===== config.mk =====
export PLATFORM = sky130hd
export DESIGN_NAME = lru_writeback_cache_top
export DESIGN_NICKNAME = d
export VERILOG_FILES = /design/src/design/lwc_pkg.sv /design/src/design/lwc_front.sv /design/src/design/lwc_back.sv /design/src/design/lru_writeback_cache_top.sv
export SDC_FILE = /design/constraint.sdc
export NUM_CORES = 2
export LEC_CHECK = 0
export BUFFER_PORTS_ARGS = -buffer_cell sky130_fd_sc_hd__buf_4
export CAP_MARGIN = 20
export CORE_MARGIN = 2
export CORE_UTILIZATION = 40
export CTS_CLUSTER_DIAMETER = 150
export CTS_CLUSTER_SIZE = 28
export DETAILED_ROUTE_END_ITERATION = 10
export PLACE_DENSITY_LB_ADDON = 0.08
export SYNTH_ARGS = -nofsm -noshare
export SYNTH_HDL_FRONTEND = slang
export SYNTH_HIERARCHICAL = 1
export SYNTH_SLANG_ARGS = --single-unit
export TNS_END_PERCENT = 50

===== constraint.sdc =====
create_clock -name i_clk -period 9.3 [get_ports i_clk]
set_input_delay 1.86 -clock i_clk [delete_from_list [all_inputs] [get_ports i_clk]]
set_output_delay 1.86 -clock i_clk [all_outputs]
set_load 0.01 [all_outputs]

===== src/design/lwc_pkg.sv =====
// Shared types and codes for the LRU write-back cache.
package lwc_pkg;

    typedef enum logic [1:0] {
        K_GET   = 2'd0,
        K_SET   = 2'd1,
        K_FILL  = 2'd2,
        K_FLUSH = 2'd3
    } t_kind;

    typedef enum logic [2:0] {
        RK_READ      = 3'd0,
        RK_NOTFOUND  = 3'd1,
        RK_FETCH     = 3'd2,
        RK_WRITEBACK = 3'd3,
        RK_SETDONE   = 3'd4,
        RK_FLUSHDONE = 3'd5
    } t_rkind;

    localparam int unsigned CAP_BITS  = 5;
    localparam int unsigned CAP_RESET = 16;
    localparam int unsigned KIND_BITS = 2;
    localparam int unsigned RK_BITS   = 3;
    localparam int unsigned OKEY_BITS = 32;
    localparam int unsigned OVAL_BITS = 64;

endpackage


===== src/design/lwc_front.sv =====
// Front end: accept items and queue them in order for the back end.
module lwc_front #(
    parameter int unsigned KEY_BITS   = 32,
    parameter int unsigned VALUE_BITS = 64,
    parameter int unsigned QDEPTH     = 2
) (
    input  logic                    i_clk,
    input  logic                    i_rst_n,
    input  logic                    i_valid,
    output logic                    o_stall,
    input  logic [1:0]              i_kind,
    input  logic [KEY_BITS-1:0]     i_key,
    input  logic [VALUE_BITS-1:0]   i_value,
    input  logic                    i_found,
    input  logic                    i_qpop,
    output logic                    o_qvalid,
    output logic [1:0]              o_qkind,
    output logic [KEY_BITS-1:0]     o_qkey,
    output logic [VALUE_BITS-1:0]   o_qvalue,
    output logic                    o_qfound
);
    import lwc_pkg::*;

    localparam int unsigned PW = $clog2(QDEPTH);

    logic [1:0]            r_kind  [QDEPTH];
    logic [KEY_BITS-1:0]   r_key   [QDEPTH];
    logic [VALUE_BITS-1:0] r_value [QDEPTH];
    logic                  r_found [QDEPTH];
    logic [PW-1:0]         r_wp, r_rp;
    logic [PW:0]           r_cnt;
    logic                  push;

    assign o_stall  = (r_cnt == (PW+1)'(QDEPTH));
    assign push     = i_valid && !o_stall;
    assign o_qvalid = (r_cnt != '0);
    assign o_qkind  = r_kind[r_rp];
    assign o_qkey   = r_key[r_rp];
    assign o_qvalue = r_value[r_rp];
    assign o_qfound = r_found[r_rp];

    always_ff @(posedge i_clk) begin
        if (push) begin
            r_kind[r_wp]  <= i_kind;
            r_key[r_wp]   <= i_key;
            r_value[r_wp] <= i_value;
            r_found[r_wp] <= i_found;
        end
        if (!i_rst_n) begin
            r_wp  <= '0;
            r_rp  <= '0;
            r_cnt <= '0;
        end else begin
            if (push) r_wp <= (r_wp == PW'(QDEPTH-1)) ? '0 : r_wp + 1'b1;
            if (i_qpop) r_rp <= (r_rp == PW'(QDEPTH-1)) ? '0 : r_rp + 1'b1;
            r_cnt <= r_cnt + (PW+1)'(push) - (PW+1)'(i_qpop);
        end
    end
endmodule


===== src/design/lwc_back.sv =====
// Back end: sequencer that scans entries, updates recency and emits results.
module lwc_back #(
    parameter int unsigned ENTRIES    = 16,
    parameter int unsigned KEY_BITS   = 32,
    parameter int unsigned VALUE_BITS = 64
) (
    input  logic                          i_clk,
    input  logic                          i_rst_n,
    input  logic [lwc_pkg::CAP_BITS-1:0]  i_capacity,
    input  logic                          i_qvalid,
    output logic                          o_qpop,
    input  logic [1:0]                    i_qkind,
    input  logic [KEY_BITS-1:0]           i_qkey,
    input  logic [VALUE_BITS-1:0]         i_qvalue,
    input  logic                          i_qfound,
    output logic                          o_valid,
    input  logic                          i_stall,
    output logic [lwc_pkg::RK_BITS-1:0]   o_rkind,
    output logic [lwc_pkg::OKEY_BITS-1:0] o_rkey,
    output logic [lwc_pkg::OVAL_BITS-1:0] o_rvalue,
    output logic                          o_last
);
    import lwc_pkg::*;

    localparam int unsigned IW = $clog2(ENTRIES);
    localparam int unsigned RW = IW;
    localparam int unsigned OW = $clog2(ENTRIES + 1);

    typedef enum logic [7:0] {
        S_IDLE  = 8'b00000001,
        S_FIND  = 8'b00000010,
        S_HIT   = 8'b00000100,
        S_MISS  = 8'b00001000,
        S_EVICT = 8'b00010000,
        S_WB    = 8'b00100000,
        S_INS   = 8'b01000000,
        S_FLUSH = 8'b10000000
    } t_state;

    t_state                r_state;
    logic [1:0]            r_kind;
    logic [KEY_BITS-1:0]   r_key;
    logic [VALUE_BITS-1:0] r_val;
    logic                  r_found;
    logic [IW:0]           r_idx;
    logic [RW:0]           r_rank;
    logic                  r_hit;
    logic [IW-1:0]         r_slot;
    logic                  r_vsel;
    logic [RW-1:0]         r_best;
    logic [IW-1:0]         r_vic;
    logic                  r_wbv;

    logic [KEY_BITS-1:0]   r_keys   [ENTRIES];
    logic [VALUE_BITS-1:0] r_vals   [ENTRIES];
    logic [ENTRIES-1:0]    r_valid, r_dirty;
    logic [RW-1:0]         r_rk     [ENTRIES];
    logic [OW-1:0]         r_occ;
    logic                  r_await;
    logic [KEY_BITS-1:0]   r_pend;

    logic                  r_ov;
    logic [RK_BITS-1:0]    r_ok;
    logic [OKEY_BITS-1:0]  r_okey;
    logic [OVAL_BITS-1:0]  r_oval;
    logic                  r_olast;

    logic                  out_free;
    logic                  load_out;
    logic [IW-1:0]         idx;
    logic [OW-1:0]         effcap;
    logic                  free_found;
    logic [IW-1:0]         free_slot;

    assign out_free = !r_ov || !i_stall;
    assign idx      = r_idx[IW-1:0];
    assign o_valid  = r_ov;
    assign o_rkind  = r_ok;
    assign o_rkey   = r_okey;
    assign o_rvalue = r_oval;
    assign o_last   = r_olast;
    assign o_qpop   = (r_state == S_IDLE) && i_qvalid;

    always_comb begin
        if (i_capacity == '0) effcap = OW'(1);
        else if (32'(i_capacity) > ENTRIES) effcap = OW'(ENTRIES);
        else effcap = OW'(i_capacity);
    end

    // the current state wants to load the output register
    always_comb begin
        case (r_state)
            S_HIT:   load_out = 1'b1;
            S_MISS:  load_out = (t_kind'(r_kind) == K_GET)
                                || (t_kind'(r_kind) == K_FILL && !r_found);
            S_WB:    load_out = r_vsel && r_dirty[r_vic] && !r_wbv;
            S_INS:   load_out = 1'b1;
            S_FLUSH: load_out = (r_rank == (RW+1)'(ENTRIES))
                                || (r_valid[idx] && r_dirty[idx]
                                    && r_rk[idx] == r_rank[RW-1:0]);
            default: load_out = 1'b0;
        endcase
    end

    // lowest free slot, found by a priority pick
    always_comb begin
        free_found = 1'b0;
        free_slot  = '0;
        for (int i = ENTRIES - 1; i >= 0; i--) begin
            if (!r_valid[i]) begin
                free_found = 1'b1;
                free_slot  = IW'(i);
            end
        end
    end

    always_ff @(posedge i_clk) begin
        if (!i_rst_n) begin
            r_state <= S_IDLE;
            r_valid <= '0;
            r_dirty <= '0;
            r_occ   <= '0;
            r_await <= 1'b0;
            r_pend  <= '0;
            r_ov    <= 1'b0;
            for (int i = 0; i < ENTRIES; i++) r_rk[i] <= '0;
        end else begin
            if (r_ov && !i_stall && !load_out) r_ov <= 1'b0;
            case (r_state)
                S_IDLE: begin
                    if (i_qvalid) begin
                        r_kind  <= i_qkind;
                        r_key   <= (t_kind'(i_qkind) == K_FILL) ? r_pend : i_qkey;
                        r_val   <= i_qvalue;
                        r_found <= i_qfound;
                        r_idx   <= '0;
                        r_rank  <= '0;
                        r_hit   <= 1'b0;
                        if (t_kind'(i_qkind) == K_FLUSH) begin
                            r_state <= S_FLUSH;
                        end else if (t_kind'(i_qkind) == K_FILL) begin
                            if (r_await) begin
                                r_await <= 1'b0;
                                r_state <= S_FIND;
                            end
                        end else begin
                            r_state <= S_FIND;
                        end
                    end
                end
                S_FIND: begin
                    // one entry per cycle
                    if (r_valid[idx] && r_keys[idx] == r_key && !r_hit) begin
                        r_hit  <= 1'b1;
                        r_slot <= idx;
                    end
                    if (r_idx == (IW+1)'(ENTRIES - 1)) begin
                        if (r_hit || (r_valid[idx] && r_keys[idx] == r_key))
                            r_state <= S_HIT;
                        else
                            r_state <= S_MISS;
                    end
                    r_idx <= r_idx + 1'b1;
                end
                S_HIT: begin
                    if (out_free) begin
                        for (int i = 0; i < ENTRIES; i++)
                            if (r_valid[i] && IW'(i) != r_slot && r_rk[i] < r_rk[r_slot])
                                r_rk[i] <= r_rk[i] + 1'b1;
                        r_rk[r_slot] <= '0;
                        r_ov    <= 1'b1;
                        r_okey  <= '0;
                        r_olast <= 1'b1;
                        if (t_kind'(r_kind) == K_SET) begin
                            r_vals[r_slot]  <= r_val;
                            r_dirty[r_slot] <= 1'b1;
                            r_ok   <= RK_SETDONE;
                            r_oval <= '0;
                        end else begin
                            r_ok   <= RK_READ;
                            r_oval <= OVAL_BITS'(r_vals[r_slot]);
                        end
                        r_state <= S_IDLE;
                    end
                end
                S_MISS: begin
                    if (t_kind'(r_kind) == K_GET) begin
                        if (out_free) begin
                            r_await <= 1'b1;
                            r_pend  <= r_key;
                            r_ov    <= 1'b1;
                            r_ok    <= RK_FETCH;
                            r_okey  <= OKEY_BITS'(r_key);
                            r_oval  <= '0;
                            r_olast <= 1'b1;
                            r_state <= S_IDLE;
                        end
                    end else if (t_kind'(r_kind) == K_FILL && !r_found) begin
                        if (out_free) begin
                            r_ov    <= 1'b1;
                            r_ok    <= RK_NOTFOUND;
                            r_okey  <= '0;
                            r_oval  <= '0;
                            r_olast <= 1'b1;
                            r_state <= S_IDLE;
                        end
                    end else begin
                        r_idx  <= '0;
                        r_vsel <= 1'b0;
                        r_best <= '0;
                        r_wbv  <= 1'b0;
                        if (r_occ >= effcap) r_state <= S_EVICT;
                        else if (free_found) begin
                            r_slot  <= free_slot;
                            r_occ   <= r_occ + 1'b1;
                            r_state <= S_INS;
                        end else r_state <= S_INS;
                    end
                end
                S_EVICT: begin
                    // LRU search, last of equal ranks wins
                    if (r_valid[idx] && (!r_vsel || r_rk[idx] >= r_best)) begin
                        r_vsel <= 1'b1;
                        r_best <= r_rk[idx];
                        r_vic  <= idx;
                    end
                    if (r_idx == (IW+1)'(ENTRIES - 1)) r_state <= S_WB;
                    r_idx <= r_idx + 1'b1;
                end
                S_WB: begin
                    if (!r_vsel) begin
                        r_hit   <= 1'b1;
                        r_state <= S_INS;
                    end else if (r_dirty[r_vic] && !r_wbv) begin
                        if (out_free) begin
                            r_ov    <= 1'b1;
                            r_ok    <= RK_WRITEBACK;
                            r_okey  <= OKEY_BITS'(r_keys[r_vic]);
                            r_oval  <= OVAL_BITS'(r_vals[r_vic]);
                            r_olast <= 1'b0;
                            r_wbv   <= 1'b1;
                        end
                    end else begin
                        r_valid[r_vic] <= 1'b0;
                        r_slot  <= r_vic;
                        r_state <= S_INS;
                    end
                end
                S_INS: begin
                    // r_hit set here means no slot could be found: skip the insert
                    if (out_free) begin
                        if (!r_hit && (r_vsel || free_found || r_occ != '0)) begin
                            for (int i = 0; i < ENTRIES; i++)
                                if (r_valid[i]) r_rk[i] <= r_rk[i] + 1'b1;
                            r_keys[r_slot]  <= r_key;
                            r_vals[r_slot]  <= r_val;
                            r_valid[r_slot] <= 1'b1;
                            r_dirty[r_slot] <= (t_kind'(r_kind) == K_SET);
                            r_rk[r_slot]    <= '0;
                        end
                        r_ov    <= 1'b1;
                        r_okey  <= '0;
                        r_olast <= 1'b1;
                        if (t_kind'(r_kind) == K_SET) begin
                            r_ok   <= RK_SETDONE;
                            r_oval <= '0;
                        end else begin
                            r_ok   <= RK_READ;
                            r_oval <= OVAL_BITS'(r_val);
                        end
                        r_state <= S_IDLE;
                    end
                end
                S_FLUSH: begin
                    // walk ranks outer, slots inner
                    if (r_rank == (RW+1)'(ENTRIES)) begin
                        if (out_free) begin
                            r_ov    <= 1'b1;
                            r_ok    <= RK_FLUSHDONE;
                            r_okey  <= '0;
                            r_oval  <= '0;
                            r_olast <= 1'b1;
                            r_state <= S_IDLE;
                        end
                    end else if (r_valid[idx] && r_dirty[idx]
                                 && r_rk[idx] == r_rank[RW-1:0]) begin
                        if (out_free) begin
                            r_ov    <= 1'b1;
                            r_ok    <= RK_WRITEBACK;
                            r_okey  <= OKEY_BITS'(r_keys[idx]);
                            r_oval  <= OVAL_BITS'(r_vals[idx]);
                            r_olast <= 1'b0;
                            r_dirty[idx] <= 1'b0;
                        end
                    end else begin
                        if (r_idx == (IW+1)'(ENTRIES - 1)) begin
                            r_idx  <= '0;
                            r_rank <= r_rank + 1'b1;
                        end else r_idx <= r_idx + 1'b1;
                    end
                end
                default: r_state <= S_IDLE;
            endcase
        end
    end
endmodule


===== src/design/lru_writeback_cache_top.sv =====
// Top level of the LRU write-back cache: front queue, back sequencer, capacity register.
//
//  channel | valid    | stall    | payload
//  --------+----------+----------+-----------------------------------------------
//  in      | i_valid  | o_stall  | i_kind i_lookup_key i_write_value i_fill_found
//  out     | o_valid  | i_stall  | o_result_kind o_result_key o_result_value o_last
//  cfg     | i_cfg_we | -        | i_cfg_data (capacity)
//
// A two-entry queue lets the front take items while the back works.
// The back walks entries one per cycle: a get or set scans them once, an insert
// with eviction scans them again for the victim, and a flush walks every slot for
// each rank and adds a write-back where one is due; the scan sets the rate.
// Reset (synchronous, active low) clears valid, dirty, ranks and queue.
// Output stalls hold result-emitting states; input stalls come from the full queue.
module lru_writeback_cache_top #(
    parameter int unsigned ENTRIES    = 16,
    parameter int unsigned KEY_BITS   = 32,
    parameter int unsigned VALUE_BITS = 64
) (
    input  logic                          i_clk,
    input  logic                          i_rst_n,
    input  logic                          i_cfg_we,
    input  logic [lwc_pkg::CAP_BITS-1:0]  i_cfg_data,
    input  logic                          i_valid,
    output logic                          o_stall,
    input  logic [1:0]                    i_kind,
    input  logic [31:0]                   i_lookup_key,
    input  logic [63:0]                   i_write_value,
    input  logic                          i_fill_found,
    output logic                          o_valid,
    input  logic                          i_stall,
    output logic [2:0]                    o_result_kind,
    output logic [31:0]                   o_result_key,
    output logic [63:0]                   o_result_value,
    output logic                          o_last
);
    import lwc_pkg::*;

    logic [CAP_BITS-1:0]   r_capacity;
    logic                  qpop, qvalid, qfound;
    logic [1:0]            qkind;
    logic [KEY_BITS-1:0]   qkey;
    logic [VALUE_BITS-1:0] qvalue;

    // capacity register; out-of-range values are clamped in the back end
    always_ff @(posedge i_clk) begin
        if (!i_rst_n) r_capacity <= CAP_BITS'(CAP_RESET);
        else if (i_cfg_we) r_capacity <= i_cfg_data;
    end

    lwc_front #(
        .KEY_BITS   (KEY_BITS),
        .VALUE_BITS (VALUE_BITS),
        .QDEPTH     (2)
    ) u_front (
        .i_clk    (i_clk),
        .i_rst_n  (i_rst_n),
        .i_valid  (i_valid),
        .o_stall  (o_stall),
        .i_kind   (i_kind),
        .i_key    (KEY_BITS'(i_lookup_key)),
        .i_value  (VALUE_BITS'(i_write_value)),
        .i_found  (i_fill_found),
        .i_qpop   (qpop),
        .o_qvalid (qvalid),
        .o_qkind  (qkind),
        .o_qkey   (qkey),
        .o_qvalue (qvalue),
        .o_qfound (qfound)
    );

    lwc_back #(
        .ENTRIES    (ENTRIES),
        .KEY_BITS   (KEY_BITS),
        .VALUE_BITS (VALUE_BITS)
    ) u_back (
        .i_clk      (i_clk),
        .i_rst_n    (i_rst_n),
        .i_capacity (r_capacity),
        .i_qvalid   (qvalid),
        .o_qpop     (qpop),
        .i_qkind    (qkind),
        .i_qkey     (qkey),
        .i_qvalue   (qvalue),
        .i_qfound   (qfound),
        .o_valid    (o_valid),
        .i_stall    (i_stall),
        .o_rkind    (o_result_kind),
        .o_rkey     (o_result_key),
        .o_rvalue   (o_result_value),
        .o_last     (o_last)
    );
endmodule


======== Word level (Yosys, flattened, before mapping) ========
Memories as Yosys holds them, arrays and structs flattened. A register that Yosys moved wholly into a read port is not among the register bits.
Index checks and enable logic that the tools add are counted.
word-level totals
  input port bits ......................... 109
  bits in latches ......................... 0
  bits in read-only memories .............. 0
  RAM bits ................................ 1798
  logic and storage cells ................. 704
  output and inout bits ................... 102
  memories ................................ 7
  bits in registers ....................... 247
memories
  name             words  width  rd ports  clocked after memory_dff  wr ports  line             RTL
  u_back.r_vals    16     64     3         3                         1         lwc_back.sv:55   logic [VALUE_BITS-1:0] r_vals [ENTRIES];
  u_back.r_keys    16     32     2         2                         1         lwc_back.sv:54   logic [KEY_BITS-1:0] r_keys [ENTRIES];
  u_front.r_value  2      64     1         1                         1         lwc_front.sv:28  logic [VALUE_BITS-1:0] r_value [QDEPTH];
  u_back.r_rk      16     4      18        2                         17        lwc_back.sv:57   logic [RW-1:0] r_rk [ENTRIES];
  u_front.r_key    2      32     1         1                         1         lwc_front.sv:27  logic [KEY_BITS-1:0] r_key [QDEPTH];
  u_front.r_kind   2      2      1         1                         1         lwc_front.sv:26  logic [1:0] r_kind [QDEPTH];
  +1 memories      -      -      -         -                         -         -
operators by class
  divide/modulo/power cells ............... 0
  shifts and indexed selects .............. 0
  reduce and logical (&&, ||, !) cells .... 100
  multipliers ............................. 0
  equality and inequality tests ........... 68
  $lt $le $gt $ge ......................... 25
  bitwise operators ....................... 43
  mux-type cells .......................... 413
  $add $sub $neg .......................... 23
operators by type and width
  cell                   number
  $mux W64               14
  $mux W32               11
  $pmux W64 S5           1
  $mux W4                67
  $mux W1                250
  $mux W16               11
  $pmux W32 S4           1
  $mux W8                12
  $add A4 B1 Y4 const B  16
  $lt A4 B4 Y1           16
  $pmux W8 S7            1
  $mux W5                11
  $logic_and A1 B1 Y1    49
  $pmux W16 S3           1
  $ne A2 B1 Y1 const B   20
  $mux W3                12
  $or A1 B1 Y1           34
  $and A16 B16 Y16       2
  $eq A32 B32 Y1         1
  $ne A4 B4 Y1 const A   8
  $not A16 Y16           2
  $or A16 B16 Y16        2
  $pmux W16 S2           1
  $reduce_and A9 Y1      3
  58 further kinds       126

======== Longest topological paths before layout ========
  word-level depth ........................ 25
  gate-level depth with buffers ........... 16
  mapped depth without buffers ............ 13

======== Hierarchy ========
Netlist, hierarchy kept.
by module, submodules not included
  module                   cells each  instances  area each (µm²)  seq. area each (µm²)
  lwc_back                 5322        1          97697.4          55953.7
  lwc_front                334         1          7400.8           6045.8
  lru_writeback_cache_top  16          1          190.2            100.1

======== Least setup slack after synthesis ========
OpenSTA, ideal clock, no wires.
  kind .................................... input port to flip-flop
  start point ............................. in i_rst_n
  end point ............................... reg u_back.r_found (read register of u_front.r_found) (enable)
  setup time .............................. 558 ps
  data required time ...................... 8742 ps
  slack ................................... 1634 ps
  arrival ................................. 7108 ps
  path buffers ............................ 4
  cell stages on the path ................. 6
  path through ............................ clkbuf_1 > clkinv_1 > clkbuf_1 > clkbuf_1 > buf_1 > nor2_1
between the ends
  word-level cells in the longest chain between the ends .. 1
ends and longest elaborated chain
  what                         line                           RTL
  start, declared              lru_writeback_cache_top.sv:21  input logic i_rst_n,
  $reduce_and A3 Y1 (no line)  -
  end, declared                lwc_back.sv:44                 logic r_found;
No other way between the ends.
A chain may end at the register's enable or synchronous reset.

==> results.py <==
metrics = {
    "worst_setup_path": {
        "cp_slowest_cell": "nor2_4",
        "slowest_delay_ns": 0.84,
        "cp.required_ns": 9.70,
        "crit_path_end_kind": "register",
        "arrival_ns": 6.48,
        "crit_path_max_fanout": 36,
        "critPathLaunchType": "register",
        "critPathKind": "register to register",
        "crit_chain": "buf_4 > mux4_2 > mux4_2 > xor2_1 > nor3_1 > and4_1 > nor2_1 > or3_1 > nor2_4 > buf_4",
        "cp.buffers_inverters": 2,
        "cp_top_family": "simple AND/OR/NAND/NOR gates",
    },
    "pwr": {
        "p_seq_share_pct": 50.0,
        "p_switching_mw": 7.58,
        "intPower_mw": 16.2,
        "power.share.clock_pct": 20.3,
        "peakVddDrop_mv": 0.229,
        "power_density_nw_per_um2": 209,
        "power_leakage_nw": 34.9,
        "switching_share_pct": 31.9,
        "p_comb_share_pct": 29.7,
    },
    "synth": {
        "ys.flop_type": "edfxtp_1",
        "seq_area_frac_synth_pct": 59.0,
        "synth_area_um2": 105000,
        "ys_warn_count": 6,
        "syn-instance-count": 5672,
        "ys_async_sr_fraction_pct": 0,
        "ys_ff_latch": 2123,
        "synth_fp_nets": 5866,
        "synth_edf_count": 1958,
        "syn_area_per_cell_um2": 18.6,
        "synth.distinct_cells": 83,
    },
    "sta": {
        "min_period_over_period_pct": 65.4,
        "hold_viol_final": 0,
        "worstMarginPinSlew_ns": 1.14,
        "slew_viol_final": 0,
        "fin_tns_setup_ns": 0,
        "clock_skew_ns": 0.0532,
        "fmax_mhz": 164,
        "period_needed_ns": 6.09,
        "setup_violations": 0,
        "grt_setup_unrepaired": "false",
        "max-slew-margin-rel_pct": 23.7,
        "hold_ws_ns": 0.461,
    },
    "floorplan": {
        "die_h_um": 517,
        "die_w_um": 517,
        "die-area_um2": 267000,
        "initial_core_util_pct": 40.2,
        "pin_count": 211,
        "core.rowCount": 188,
        "coreArea_um2": 262000,
    },
    "clock_network": {
        "htreeDepth": 3,
        "holdBufCountCts": 0,
        "cts_setup_buffers": 0,
        "clock_latency_ns": 0.80,
        "ctsResizeCount": 0,
        "cts-root-buf": "clkbuf_16",
        "cts_buffers": 86,
        "cts.sinks": 2123,
        "cts_tree": "built",
        "clk_pin_slew_ns": 0.11,
        "clockBufferDepth": 3,
    },
    "route": {
        "drc": 0,
        "routedWlPerCell_um": 37.0,
        "drtAntennaViolNets": 0,
        "drt-total-wl_um": 343000,
        "viasPerCell": 6.53,
        "dr_total_vias": 60600,
        "first_iter_violations": 6561,
        "drt_pass1_iterations": 6,
    },
    "global_route": {
        "grt_pass1_wl_um": 484000,
        "antenna_found_initial": 14,
        "grt_max_degree": 125,
        "gr-total-overflow": 0,
        "grt_pass1_vias": 61900,
        "grtUsageTotal_pct": 25.5,
    },
    "hold_path": {
        "hold_path_class": "register to register",
    },
    "job": {
        "drv_cap": 0,
    },
    "final_layout": {
        "layoutNonFillerInstCount": 9269,
        "final_layout_size_suffix_gt1_share_pct": 34.1,
        "final_common_cell": "edfxtp_1",
        "mostFrequentLayoutCells": "edfxtp_1, mux4_2, buf_4, nand2_1, nor2_1",
        "fin_nets": 5893,
        "area_growth_pct": 8.12,
    },
    "place": {
        "gp_congestion": 0.835,
        "numPortBuffers": 210,
        "dp.cells": 9123,
        "dp_hpwl_um": 196000,
    },
    "status": {
        "status": "finished clean",
    },
}
state kept, by name, summed over array words and instances, names as in the netlist, 32 cells and up, named ones only:
signal	flops
u_back/r_pend	32
u_back/r_keys	512
u_back/o_rvalue	64
u_back/r_val	64
u_front/r_key	64
u_back/r_rk	64
u_back/r_vals	1024
u_front/r_value	128
u_back/o_rkey	32
u_back/r_key	32
synth_stat cells (all sizes together) (7+ instances only):
| cell | number | area share [%] |
|---|---|---|
| a2111oi | 11 | 0.092 |
| xnor2 | 32 | 0.27 |
| buf | 166 | 0.82 |
| nand4 | 19 | 0.12 |
| nand2b | 20 | 0.12 |
| ha | 85 | 1.0 |
| inv | 49 | 0.18 |
| or3 | 20 | 0.12 |
| a31oi | 12 | 0.071 |
| a221oi | 23 | 0.20 |
| a22oi | 99 | 0.71 |
| mux4 | 1267 | 27 |
| nand3 | 35 | 0.17 |
| nor3 | 37 | 0.18 |
| or4 | 8 | 0.057 |
| nor2b | 31 | 0.18 |
| a32o | 11 | 0.10 |
| edfxtp | 1958 | 56 |
| a21oi | 129 | 0.61 |
| o2111ai | 12 | 0.10 |
| nor2 | 205 | 0.74 |
| mux2 | 146 | 1.6 |
| nor4 | 17 | 0.13 |
| a222oi | 71 | 0.67 |
| mux2i | 125 | 1.2 |
| and2 | 22 | 0.13 |
| dfxtp | 165 | 3.1 |
| nand2 | 288 | 1.0 |
| o21a | 18 | 0.13 |
| nand4b | 7 | 0.058 |
| o21ai | 104 | 0.49 |
| and3 | 14 | 0.083 |
| o211ai | 38 | 0.27 |
| clkbuf | 266 | 0.95 |
| a21o | 11 | 0.078 |
| a22o | 20 | 0.17 |
| xor2 | 32 | 0.27 |
| a221o | 20 | 0.19 |
| a32oi | 9 | 0.075 |
power groups by stage:
stage | registers, mW | clock network (mW) | logic [mW]
2_1_floorplan | 11.7 | 0 | 5.12
3_3_place_gp | 12.1 | 0 | 7.09
3_5_place_dp | 12.1 | 0 | 7.10
4_1_cts | 11.9 | 5.00 | 7.12
5_1_grt | 11.9 | 5.27 | 7.45
6_report | 11.9 | 4.83 | 7.04
final timing paths:
| check | start | end | slack (ns) | depth (start not counted) |
|---|---|---|---|---|
| setup / recovery | register | u_back/o_rvalue[59] | 3.21 | 10 |
| hold / removal | u_back/r_pend[0] | u_back/r_pend[0] | 0.46 | 2 |
| hold reg to reg | u_back/r_pend[0] | u_back/r_pend[0] | 0.46 | 2 |
| setup reg to reg | register | u_back/o_rvalue[59] | 3.21 | 10 |
kinds of logic after synthesis:
kind of cell    count (synthesis)  synth area share (%)
simple gates                  756                  3.38
xor+xnor                       64                 0.540
flops                        2123                  59.0
compound gates                624                  4.24
fa+ha+maj                      85                  1.01
buf+inv                       482                  1.95
mux                          1538                  29.9
through the flow:
| step | power (mW) | utilization, % | worst slack [ns] | area [µm²] |
|---|---|---|---|---|
| after floorplan | 16.8 | - | 1.63 | 105000 |
| after global placement | 19.2 | 42.5 | 3.27 | 111000 |
| after detailed placement | 19.2 | 42.5 | 3.19 | 111000 |
| after CTS | 24.0 | 43.4 | 3.14 | 114000 |
| after global routing | 24.7 | 43.4 | 2.93 | 114000 |
| final | 23.7 | 43.4 | 3.21 | 114000 |
area by class of cell:
| cell class | count | area [µm²] |
|---|---|---|
| Fill cell | 22900 | 148000 |
| Sequential cell | 2123 | 62100 |
| Multi-Input combinational cell | 3067 | 41500 |
| Tap cell | 3515 | 4400 |
| Timing Repair Buffer | 371 | 3120 |
| Clock buffer | 131 | 2360 |
| Inverter | 50 | 204 |
| Clock inverter | 6 | 78.8 |
| Antenna cell | 6 | 15.0 |
metal layers:
layer / GRT usage [%] / up-vias / wire length (µm) / part of all wire (%)
met1: 34.3 / 33300 / 140000 / 41
met2: 43.8 / 2538 / 173000 / 50
met3: 3.38 / 386 / 20300 / 5.9
li1: - / 24300 / - / -
met4: 6.58 / 2 / 9700 / 2.8
met5: 0 / - / 13 / 0.0038
tightest hold or removal path, cell delays in order (launching register included):
cell and delay (ns):
dfxtp_1 0.32, nand2_1 0.05, a21oi_1 0.05
Power figures use the tool's default switching activity.
